File: config.mk
export PLATFORM = sky130hd
export DESIGN_NAME = positional_list_engine
export DESIGN_NICKNAME = d
export VERILOG_FILES = /design/src/hdl/ple_pkg.sv /design/src/hdl/ple_ram.sv /design/src/hdl/positional_list_engine.sv
export SDC_FILE = /design/constraint.sdc
export NUM_CORES = 2
export LEC_CHECK = 0
export BUFFER_PORTS_ARGS = -buffer_cell sky130_fd_sc_hd__buf_4
export CAP_MARGIN = 15
export CORE_UTILIZATION = 25
export DETAILED_ROUTE_END_ITERATION = 8
export PLACE_DENSITY = 0.51
export SLEW_MARGIN = 20
export SYNTH_ARGS = -nofsm -noshare
export SYNTH_HDL_FRONTEND = slang
export SYNTH_SLANG_ARGS = --single-unit
File: constraint.sdc
create_clock -name clk_i -period 10.68 [get_ports clk_i]
set_input_delay 0.534 -clock clk_i [delete_from_list [all_inputs] [get_ports clk_i]]
set_output_delay 0.534 -clock clk_i [all_outputs]
set_load 0.02 [all_outputs]
File: src/hdl/ple_pkg.sv
// Package for the positional list engine: action and status codes,
// transaction structs and the state machine type. No dependencies.
`default_nettype none
package ple_pkg;

  typedef enum logic [3:0] {
    ACT_INS_FRONT = 4'd0,
    ACT_INS_BACK  = 4'd1,
    ACT_INS_AT    = 4'd2,
    ACT_DEL_FRONT = 4'd3,
    ACT_DEL_BACK  = 4'd4,
    ACT_DEL_AT    = 4'd5,
    ACT_SEARCH    = 4'd6,
    ACT_UPDATE    = 4'd7,
    ACT_SORT      = 4'd8,
    ACT_DUMP_FWD  = 4'd9,
    ACT_DUMP_BACK = 4'd10
  } action_e;

  typedef enum logic [2:0] {
    ST_OK       = 3'd0,
    ST_EMPTY    = 3'd1,
    ST_BADPOS   = 3'd2,
    ST_FULL     = 3'd3,
    ST_NOTFOUND = 3'd4
  } status_e;

  typedef struct packed {
    logic [3:0]         action;
    logic signed [31:0] value;
    logic [5:0]         position;
  } req_t;

  typedef struct packed {
    logic [2:0]         status;
    logic signed [31:0] value_out;
    logic [5:0]         found_position;
    logic               last;
  } rsp_t;

  typedef enum logic [3:0] {
    S_IDLE,
    S_RD,      // read issued for index idx (idx-1 for an insert shift)
    S_WAIT,    // read data arrives
    S_SORT_RD,
    S_SORT_WT,
    S_SORT_CMP,
    S_OUT      // result held until taken
  } state_e;

endpackage
`default_nettype wire

File: src/hdl/ple_ram.sv
// Generic single-port RAM with registered read data.
// No dependencies.
`default_nettype none
module ple_ram #(
  parameter int Width = 32,
  parameter int Depth = 32
) (
  input  wire logic                     clk_i,
  input  wire logic                     we_i,
  input  wire logic [$clog2(Depth)-1:0] addr_i,
  input  wire logic [Width-1:0]         wdata_i,
  output logic      [Width-1:0]         rdata_o
);
  logic [Width-1:0] mem [Depth];

  always_ff @(posedge clk_i) begin
    if (we_i) begin
      mem[addr_i] <= wdata_i;
    end
    rdata_o <= mem[addr_i];
  end
endmodule
`default_nettype wire

File: src/hdl/positional_list_engine.sv
// Positional list engine top level: a sequencer around one list memory.
// Depends on ple_pkg and ple_ram.
`default_nettype none
// Usage:
// The request channel (req_valid_i/req_ready_o/req_i) takes one action per
// transaction. The response channel (rsp_valid_o/rsp_ready_i/rsp_o) returns
// one transaction per action, or one per element for a dump, with last set
// on the final one. Action codes 11 to 15 are dropped with no response.
// The list lives in one single-port RAM with registered read data, so
// every element move is a read, then a write. An insert or delete shifts
// the tail one element at a time. A search walks the list element by
// element; a dump reads the next element only after the last one is
// taken by the receiver. Update is a single write with no read.
// Sort is an insertion sort over the RAM.
// Only one action is worked on at a time; req_ready_o is high in idle.
// When the receiver stalls, the result is held in the output register and
// the walk pauses until it is taken. Reset empties the list at once; the
// memory contents are not cleared, since entries past the count are never
// read.
module positional_list_engine #(
  parameter int Capacity = 32
) (
  input  wire logic         clk_i,
  input  wire logic         rst_ni,
  input  wire logic         req_valid_i,
  output logic              req_ready_o,
  input  wire ple_pkg::req_t req_i,
  output logic              rsp_valid_o,
  input  wire logic         rsp_ready_i,
  output ple_pkg::rsp_t     rsp_o
);
  import ple_pkg::*;

  localparam int AW = $clog2(Capacity);
  localparam int CW = $clog2(Capacity + 1);

  state_e state_q, state_d;
  req_t   req_q, req_d;
  logic [CW-1:0] cnt_q, cnt_d;
  // idx: element being read; tgt: element index of the action; key holds the
  // insert value and the sort key.
  logic [CW-1:0] idx_q, idx_d, tgt_q, tgt_d, i_q, i_d;
  logic [31:0] key_q, key_d;
  logic  cont_q, cont_d;  // after response, continue a dump
  rsp_t  rsp_q, rsp_d;

  logic          we;
  logic [AW-1:0] addr;
  logic [31:0]   wdata, rdata;

  ple_ram #(.Width(32), .Depth(Capacity)) u_ram (
    .clk_i(clk_i), .we_i(we), .addr_i(addr), .wdata_i(wdata), .rdata_o(rdata)
  );

  always_ff @(posedge clk_i or negedge rst_ni) begin
    if (!rst_ni) begin
      state_q <= S_IDLE;
      cnt_q   <= '0;
      cont_q  <= 1'b0;
    end else begin
      state_q <= state_d;
      cnt_q   <= cnt_d;
      cont_q  <= cont_d;
    end
  end

  always_ff @(posedge clk_i) begin
    req_q <= req_d;
    idx_q <= idx_d;
    tgt_q <= tgt_d;
    i_q   <= i_d;
    key_q <= key_d;
    rsp_q <= rsp_d;
  end

  assign req_ready_o = (state_q == S_IDLE);
  assign rsp_valid_o = (state_q == S_OUT);
  assign rsp_o       = rsp_q;

  function automatic rsp_t mk(input status_e s, input logic [31:0] v,
                              input logic [5:0] f, input logic l);
    rsp_t r;
    r.status = s; r.value_out = v; r.found_position = f; r.last = l;
    return r;
  endfunction

  logic          is_ins, is_del, dump_fwd;
  assign is_ins   = (req_q.action == ACT_INS_FRONT) || (req_q.action == ACT_INS_BACK) ||
                    (req_q.action == ACT_INS_AT);
  assign is_del   = (req_q.action == ACT_DEL_FRONT) || (req_q.action == ACT_DEL_BACK) ||
                    (req_q.action == ACT_DEL_AT);
  assign dump_fwd = (req_q.action == ACT_DUMP_FWD);

  // Insert shifts from the back: read idx-1, write idx. Delete shifts forward.
  always_comb begin
    logic [CW-1:0] p;
    logic [6:0]    pw;
    p  = '0;
    pw = '0;
    state_d = state_q;
    req_d = req_q; cnt_d = cnt_q; idx_d = idx_q; tgt_d = tgt_q; i_d = i_q;
    key_d = key_q; cont_d = cont_q; rsp_d = rsp_q;
    we = 1'b0; addr = idx_q[AW-1:0]; wdata = key_q;
    case (state_q)
      S_IDLE: begin
        if (req_valid_i) begin
          req_d = req_i;
          pw = {1'b0, req_i.position};
          p  = CW'(req_i.position);
          state_d = S_OUT;
          cont_d  = 1'b0;
          case (action_e'(req_i.action))
            ACT_INS_FRONT, ACT_INS_BACK, ACT_INS_AT: begin
              if (cnt_q >= CW'(Capacity)) begin
                rsp_d = mk(ST_FULL, '0, '0, 1'b1);
              end else begin
                if (req_i.action == ACT_INS_FRONT) tgt_d = '0;
                else if (req_i.action == ACT_INS_BACK) tgt_d = cnt_q;
                else tgt_d = p - 1'b1;
                if (req_i.action == ACT_INS_AT &&
                    (pw == 7'd0 || pw > 7'(cnt_q == '0 ? CW'(1) : cnt_q))) begin
                  rsp_d = mk(ST_BADPOS, '0, '0, 1'b1);
                end else begin
                  idx_d = cnt_q;
                  key_d = req_i.value;
                  state_d = S_RD;
                end
              end
            end
            ACT_DEL_FRONT, ACT_DEL_BACK, ACT_DEL_AT, ACT_UPDATE: begin
              if (cnt_q == '0) begin
                rsp_d = mk(ST_EMPTY, '0, '0, 1'b1);
              end else if ((req_i.action == ACT_DEL_AT || req_i.action == ACT_UPDATE) &&
                           (pw == 7'd0 || pw > 7'(cnt_q))) begin
                rsp_d = mk(ST_BADPOS, '0, '0, 1'b1);
              end else begin
                if (req_i.action == ACT_DEL_FRONT) tgt_d = '0;
                else if (req_i.action == ACT_DEL_BACK) tgt_d = cnt_q - 1'b1;
                else tgt_d = p - 1'b1;
                idx_d = tgt_d;
                state_d = S_RD;
              end
            end
            ACT_SEARCH: begin
              if (cnt_q == '0) rsp_d = mk(ST_NOTFOUND, '0, '0, 1'b1);
              else begin idx_d = '0; state_d = S_RD; end
            end
            ACT_SORT: begin
              if (cnt_q == '0) rsp_d = mk(ST_EMPTY, '0, '0, 1'b1);
              else if (cnt_q == CW'(1)) rsp_d = mk(ST_OK, '0, '0, 1'b1);
              else begin i_d = CW'(1); idx_d = CW'(1); state_d = S_RD; end
            end
            ACT_DUMP_FWD, ACT_DUMP_BACK: begin
              if (cnt_q == '0) rsp_d = mk(ST_EMPTY, '0, '0, 1'b1);
              else begin
                i_d = '0;
                idx_d = (req_i.action == ACT_DUMP_FWD) ? '0 : cnt_q - 1'b1;
                state_d = S_RD;
              end
            end
            default: state_d = S_IDLE;
          endcase
        end
      end
      S_RD: begin
        // Insert: once idx reaches tgt, write the new value there.
        if (is_ins && idx_q == tgt_q) begin
          we = 1'b1; wdata = key_q;
          cnt_d = cnt_q + 1'b1;
          rsp_d = mk(ST_OK, '0, '0, 1'b1);
          state_d = S_OUT;
        end else if (req_q.action == ACT_UPDATE) begin
          we = 1'b1; wdata = req_q.value;
          rsp_d = mk(ST_OK, '0, '0, 1'b1);
          state_d = S_OUT;
        end else begin
          addr = is_ins ? AW'(idx_q - 1'b1) : idx_q[AW-1:0];
          state_d = S_WAIT;
        end
      end
      S_WAIT: begin
        case (action_e'(req_q.action))
          ACT_INS_FRONT, ACT_INS_BACK, ACT_INS_AT: begin
            we = 1'b1; wdata = rdata;
            idx_d = idx_q - 1'b1;
            state_d = S_RD;
          end
          ACT_DEL_FRONT, ACT_DEL_BACK, ACT_DEL_AT: begin
            if (idx_q == tgt_q) rsp_d = mk(ST_OK, rdata, '0, 1'b1);
            else begin
              we = 1'b1; wdata = rdata; addr = AW'(idx_q - 1'b1);
            end
            if (idx_q + 1'b1 >= cnt_q) begin
              cnt_d = cnt_q - 1'b1;
              state_d = S_OUT;
            end else begin
              idx_d = idx_q + 1'b1;
              state_d = S_RD;
            end
          end
          ACT_SEARCH: begin
            if (rdata == req_q.value) begin
              rsp_d = mk(ST_OK, '0, 6'(idx_q + 1'b1), 1'b1);
              state_d = S_OUT;
            end else if (idx_q + 1'b1 >= cnt_q) begin
              rsp_d = mk(ST_NOTFOUND, '0, '0, 1'b1);
              state_d = S_OUT;
            end else begin
              idx_d = idx_q + 1'b1; state_d = S_RD;
            end
          end
          ACT_SORT: begin
            // Key read at i; then walk j = idx down.
            key_d = rdata;
            state_d = S_SORT_RD;
          end
          default: begin
            rsp_d = mk(ST_OK, rdata, '0, (i_q + 1'b1 == cnt_q));
            cont_d = (i_q + 1'b1 != cnt_q);
            i_d = i_q + 1'b1;
            idx_d = dump_fwd ? idx_q + 1'b1 : idx_q - 1'b1;
            state_d = S_OUT;
          end
        endcase
      end
      S_SORT_RD: begin
        if (idx_q == '0) begin
          we = 1'b1; wdata = key_q;
          state_d = S_SORT_CMP;
        end else begin
          addr = AW'(idx_q - 1'b1);
          state_d = S_SORT_WT;
        end
      end
      S_SORT_WT: begin
        if ($signed(rdata) > $signed(key_q)) begin
          we = 1'b1; wdata = rdata;
          idx_d = idx_q - 1'b1;
          state_d = S_SORT_RD;
        end else begin
          we = 1'b1; wdata = key_q;
          state_d = S_SORT_CMP;
        end
      end
      S_SORT_CMP: begin
        // Advance to the next key, or finish when every key is placed.
        if (i_q + 1'b1 >= cnt_q) begin
          rsp_d = mk(ST_OK, '0, '0, 1'b1);
          state_d = S_OUT;
        end else begin
          i_d = i_q + 1'b1; idx_d = i_q + 1'b1;
          addr = AW'(i_q + 1'b1);
          state_d = S_WAIT;
        end
      end
      S_OUT: begin
        if (rsp_ready_i) begin
          state_d = cont_q ? S_RD : S_IDLE;
          cont_d  = 1'b0;
        end
      end
      default: state_d = S_IDLE;
    endcase
  end
endmodule
`default_nettype wire
# ---- Yosys cells after proc, flatten, opt, wreduce, memory -nomap -nowiden
# Memories as Yosys holds them, arrays and structs flattened. A register that Yosys moved wholly into a read port is not among the register bits.
# Index checks and enable logic that the tools add are counted.
dict set report word_totals {
  reg_bits 139
  latchBits 0
  ram_bits 1024
  rom_bits 0
  mem_count 1
}
# memory words width read_ports rd_clocked_by_memory_dff write_ports line_no
set mem_list {}
lappend mem_list {u_ram.mem 32 32 1 1 1 ple_ram.sv:14} ;# logic [Width-1:0] mem [Depth];
dict set report op_classes {
  n_addsub 6
  n_mul 0
  n_div 0
  magnitude_cmp 6
  eq_ne 67
  shifts 0
  n_mux 103
  n_bitwise 0
  reduce_logical 38
}
# op n
set ops {}
lappend ops {{$mux 42} 15}
lappend ops {{$mux 32} 9}
lappend ops {{$pmux 42 s5} 1}
lappend ops {{$pmux 42 s4} 1}
lappend ops {{$mux 6} 26}
lappend ops {{$pmux 32 s2} 2}
lappend ops {{$pmux 42 s3} 1}
lappend ops {{$pmux 32 s3} 1}
lappend ops {{$pmux 6 s4} 2}
lappend ops {{$eq 4x3->1 const B} 11}
lappend ops {{$ne 3x3->1 const B} 13}
lappend ops {{$mux 3} 12}
lappend ops {{$pmux 6 s2} 3}
lappend ops {{$mux 5} 7}
lappend ops {{$eq 32x32->1} 1}
lappend ops {{$gt 32x32->1} 1}
lappend ops {{$pmux 4 s4} 2}
lappend ops {{$pmux 6 s5} 1}
lappend ops {{$ne 2x2->1 const B} 14}
lappend ops {{$pmux 4 s7} 1}
lappend ops {{$eq 4x2->1 const B} 6}
lappend ops {{$eq 4x4->1 const B} 5}
lappend ops {{$pmux 5 s4} 1}
lappend ops {{$add 6x1->6 const B} 3}
lappend ops {{35 further kinds} 81}

# ---- Longest topological paths before layout
dict set report depth {
  ltp_word 10
  ltp_mapped 18
}

# ---- By module
# From an unflattened synthesis, not the netlist that was laid out.
dict set report unflattened {
  hier_cells 3114
  area_unflattened_um2 49197.2
}
# mod n_inst cells_per_inst area_per_inst_um2 seq_area_each_um2
set by_module_without_submodules {}
lappend by_module_without_submodules {ple_ram 1 2107 39743.1 31390.1}
lappend by_module_without_submodules {positional_list_engine 1 1007 9454.1 4093.9}

# ---- Worst setup path before layout
# Ideal clock, no wire load.
dict set report synth_path {
  path_kind {register -> register}
  from {reg cnt_q[0]}
  to {reg rsp_q, in the netlist rsp_o[0], enable pin}
  setup_ns 0.510
  arrival_ns 5.754
  setup_slack_ns 4.416
  path_stages_with_launch 14
  synth_period_minus_slack_ns 6.264
  path_cell_list {dfrtp_1 > clkinv_1 > ha_1 > nand2_1 > nand2_1 > ha_1 > inv_1 > a21oi_1 > nor2_1 > o32ai_1 > a2111oi_0 > or4_1 > o2111ai_1 > a221oi_1}
}
dict set report synth_between {
  elab_chain_len 7
}
# item line_no
set synth_lines {}
lappend synth_lines {{from (decl)} positional_list_engine.sv:39} ;# logic [CW-1:0] cnt_q, cnt_d;
lappend synth_lines {{from (signal assigned)} positional_list_engine.sv:62} ;# cnt_q <= cnt_d;
lappend synth_lines {{$logic_not 6->1} -}
lappend synth_lines {{$mux 6} positional_list_engine.sv:121} ;# (pw == 7'd0 || pw > 7'(cnt_q == '0 ? CW'(1) : cnt_q))) begin
lappend synth_lines {{$gt 6x6->1} positional_list_engine.sv:121}
lappend synth_lines {{$logic_or 1x1->1} positional_list_engine.sv:121}
lappend synth_lines {{$logic_and 1x1->1} positional_list_engine.sv:120} ;# if (req_i.action == ACT_INS_AT &&
lappend synth_lines {{$ne 4x4->1 (no source line)} -}
lappend synth_lines {{$reduce_and 13->1 (no source line) *} -}
lappend synth_lines {{to (signal assigned)} positional_list_engine.sv:73} ;# rsp_q <= rsp_d;
lappend synth_lines {{to (decl)} positional_list_engine.sv:45} ;# rsp_t rsp_q, rsp_d;
# Every way passes the cells marked *; elsewhere a longest branch is shown, timed or not.
# A chain may end at the register's enable or synchronous reset.

# ---- Final worst setup path
dict set report layout_path {
  from {reg i_q[0]}
  to {mem u_ram.mem[6][1], enable pin}
}
dict set report layout_between {
  elab_chain_len 4
}
# item line_no
set layout_lines {}
lappend layout_lines {{from (decl)} positional_list_engine.sv:42} ;# logic [CW-1:0] idx_q, idx_d, tgt_q, tgt_d, i_q, i_d;
lappend layout_lines {{from (signal assigned)} positional_list_engine.sv:71} ;# i_q <= i_d;
lappend layout_lines {{$add 6x1->6 *} positional_list_engine.sv:252} ;# addr = AW'(i_q + 1'b1);
lappend layout_lines {{$ge 6x6->1} positional_list_engine.sv:247} ;# if (i_q + 1'b1 >= cnt_q) begin
lappend layout_lines {{$mux 5 *} positional_list_engine.sv:247}
lappend layout_lines {{$pmux 5 s4 *} positional_list_engine.sv:104} ;# case (state_q)
lappend layout_lines {{to (decl)} ple_ram.sv:14}
# Marked as above.

==> key figures <==
Outcome
  • Status: completed

Timing
  • Setup_tns: 0 ns
  • Max Clock Skew: 0.0300 ns
  • RSZ-0062 raised after global routing: no
  • Worst-margin pin slew: approximately 1.2 ns
  • Final-report hold violation count: 0
  • FMAX: ~160 MHz
  • Final Critical Period: 6.42 ns
  • Fin crit share: 60.1%
  • Slew Limit Fails: 0
  • Final setup vio count: 0
  • Slew headroom: a little over a fifth

Floorplan
  • Initial Utilization: 25.3%
  • Die Ht: ~450 µm
  • Io pins: 90
  • Standard-cell rows: around 160
  • Core area: approximately 200,000 µm²
  • Die width: around 450 µm
  • Die area: 202,000 µm²

Synthesis
  • Number of synthesized flops with an enable pin: 1,152
  • Synthesized instance count: 3,572
  • Mean Syn Cell Area: ~14 µm²
  • Yosys Warn Count: 0
  • #FFs+latches synth: roughly 1,200
  • Largest cells by area after synthesis: edfxtp_1, nand3_1, a32oi_1
  • Syn Nets: between 3,000 and 4,000
  • Register area share after synthesis: between 70% and 80%
  • Most common cell in the synthesized netlist: edfxtp_1
  • Area share of the largest cell type after synthesis: 69.1%
  • Synth Flop Type: edfxtp_1
  • FFs w/ async S/R, synth: 0.838%
  • Post-synthesis cell type count: 73
  • Most frequent cells after synthesis: edfxtp_1, nand3_1, nand3b_1
  • Dominant cell type by area after synthesis: edfxtp_1
  • Post-synthesis cell area: around 50,000 µm²

Worst setup path
  • Required @ worst endpoint: ~11 ns
  • R2r startpoint: i_q[0]
  • Buf/Inv on CP: 3
  • R2R Setup Slk: about 4.3 ns
  • Slowest stage delay, CP: 0.99 ns
  • Crit path kind: flop to flop
  • Cells on worst reg2reg path: 14
  • Crit end category: flop
  • CP cell instances: ha_1 > nand3_1 > xor2_1 > inv_1 > ha_1 > o21a_1 > a21oi_2 > o21ai_2 > a211o_1 > o31ai_4 > buf_12 > nand3_1 > nor2_4 > buf_4
  • Largest fanout on the critical path: ~140
  • Top delay family on crit path: simple AND/OR/NAND/NOR gates
  • Startpoint Class: flop
  • Crit-path slowest cell: nor2_4
  • Arrival time worst endpoint: around 6.9 ns
  • RR Endpoint: u_ram.mem[6][1]

Clock network
  • Postcts setup bufs: 0
  • TritonCTS clock tree: done
  • CTS Buf Count: about 130
  • Worst-path clk slew: 0.06 ns
  • Worst-Skew Late Latency: 0.78 ns
  • Clock root buffer: clkbuf_16
  • H-tree depth reported by CTS: 4
  • CTS Sinks: around 1,200
  • Clock Path Buffers: 3

Pwr
  • Pleak: between 0.015 and 0.02 µW
  • Pwr/cell area: ~340 nW/µm²
  • Max VDD drop: approximately 0.31 mV

Min path
  • Hold crit path type: input port to flop
  • Hold Path Depth: 1
  • Hold Crit Start: req_i[35]
  • Worst hold path endpoint: req_q[35]

Placed design
  • PortBufs: 89
  • Hpwl dp: between 90,000 and 100,000 µm
  • Gp weighted congestion: 0.861
  • Post-Place Cell Area: between 50,000 and 60,000 µm²

Detailed routing
  • Drt first pass iters: 6
  • Highest Signal Layer: met5
  • DR vias/cell: approximately 5.3
  • DRT iter0 DRCs: around 4,400
  • Total routed wirelength: 171,000 µm
  • WL/cell: ~27 µm
  • DR WL met3: between 10,000 and 15,000 µm
  • Met2 Wirelength: roughly 78,000 µm
  • WL met1: 75,400 µm
  • Drt drc: 0
  • Post-route ant nets: 0
  • Via count: between 30,000 and 40,000

Cells and area
  • Post-route cell area: approximately 59,000 µm²
  • Nets: roughly 3,800
  • Share of cells above drive strength 1: about 12%
  • Layout overhead on the synthesized area: 17.9%

Global routing
  • First-pass GRT wire length: 245,000 µm
  • Largest net degree at the start of global routing: between 100 and 150
  • Vias in the first global route: 32,300
  • GR Util All Layers: between 15 and 20%
  • Initial antenna violation count: 6
  • GRT Residual Overflow: 0

Run
  • Maxcap violations: 0
final cells by class:
type	count	area (µm²)
clock inverters	69	647
flip-flops and latches	1194	35500
multi-input cells	2008	13800
diodes	1	2.50
inverters	92	345
clock buffers	171	3480
fillers	19800	139000
well taps	2640	3300
repair buffers	224	1970
cell families (layout without fill, tap and decap cells):
kind of cell / after synthesis / after routing / share of synthesized area [%]
other cells: 0 / 1 / 0
buf+inv: 370 / 556 / 3.03
compound gates: 650 / 650 / 10.0
simple gates: 1218 / 1218 / 13.2
fa+ha+maj: 62 / 62 / 1.54
xor+xnor: 71 / 71 / 1.24
flops: 1194 / 1194 / 70.9
mux: 7 / 7 / 0.140
routing by layer:
layer / vias up / GRT usage, %
li1: 14400 / -
met5: - / 0
met3: 212 / 2.74
met4: 2 / 4.41
met1: 17500 / 23.6
met2: 1717 / 25.4
power by group:
part / internal [µW] / leakage, µW / switching (µW)
logic: 2260 / 0.00593 / 6520
registers: 6400 / 0.0109 / 435
clock network: 2490 / 0.00200 / 1920
total: 11200 / 0.0188 / 8870
worst reg2reg max path, cell delays in order (launching register included):
cell      delay [ns]
edfxtp_1        0.51
ha_1            0.29
nand3_1         0.11
xor2_1          0.31
inv_1           0.10
ha_1            0.31
o21a_1          0.20
a21oi_2         0.22
o21ai_2         0.18
a211o_1         0.49
o31ai_4         0.33
buf_12          0.61
nand3_1         0.97
nor2_4          1.00
buf_4           0.46
per-stage QoR:
stage,cells,total power (µW),worst slack (ns),utilization (%),hold slack (ns)
floorplan,3572,11700,4.42,-,0.238
global placement,6118,15500,4.26,27.4,0.400
detailed placement,6122,15500,4.27,27.5,0.399
CTS,6394,19900,4.26,29.7,0.00507
global route,6399,20800,4.04,29.8,0.0161
finish,6399,20000,4.26,29.8,0.0397
placed cells by master (no fill, tap or decap), drive strengths merged, types with 52 or more instances in the layout:
cell	count
buf	192
clkinv	54
a22oi	132
a32oi	257
edfxtp	1152
nand4	52
nor2	105
o21ai	69
inv	99
nand3	528
nand3b	259
ha	61
a21oi	56
nand2	162
clkbuf	171
how the worst max path moves through the flow:
stage                         from                to  slack (ns)  cells after the start
after floorplan           cnt_q[0]          rsp_o[0]        4.42                     13
after global placement      i_q[0]  u_ram.mem[6][14]        4.26                     14
after detailed placement    i_q[0]  u_ram.mem[6][28]        4.27                     14
after CTS                   i_q[0]  u_ram.mem[6][10]        4.26                     14
after global routing        i_q[0]   u_ram.mem[6][8]        4.04                     14
final                       i_q[0]   u_ram.mem[6][1]        4.26                     14
what timing repair did:
item / CTS / global route
hold buffers: 32 / 0
gates resized for setup: 0 / 0
hold endpoints to repair: 41 / 0
sequential cells by signal, indices dropped and copies added, names as in the netlist:
signal	count
req_q	36
u_ram.rdata_o	32
tgt_q	6
cnt_q	6
key_q	32
rsp_o	42
idx_q	6
i_q	6
u_ram.mem	1024
state_q	3
cont_q	1
No activity file was read; power rests on OpenSTA's default activity.
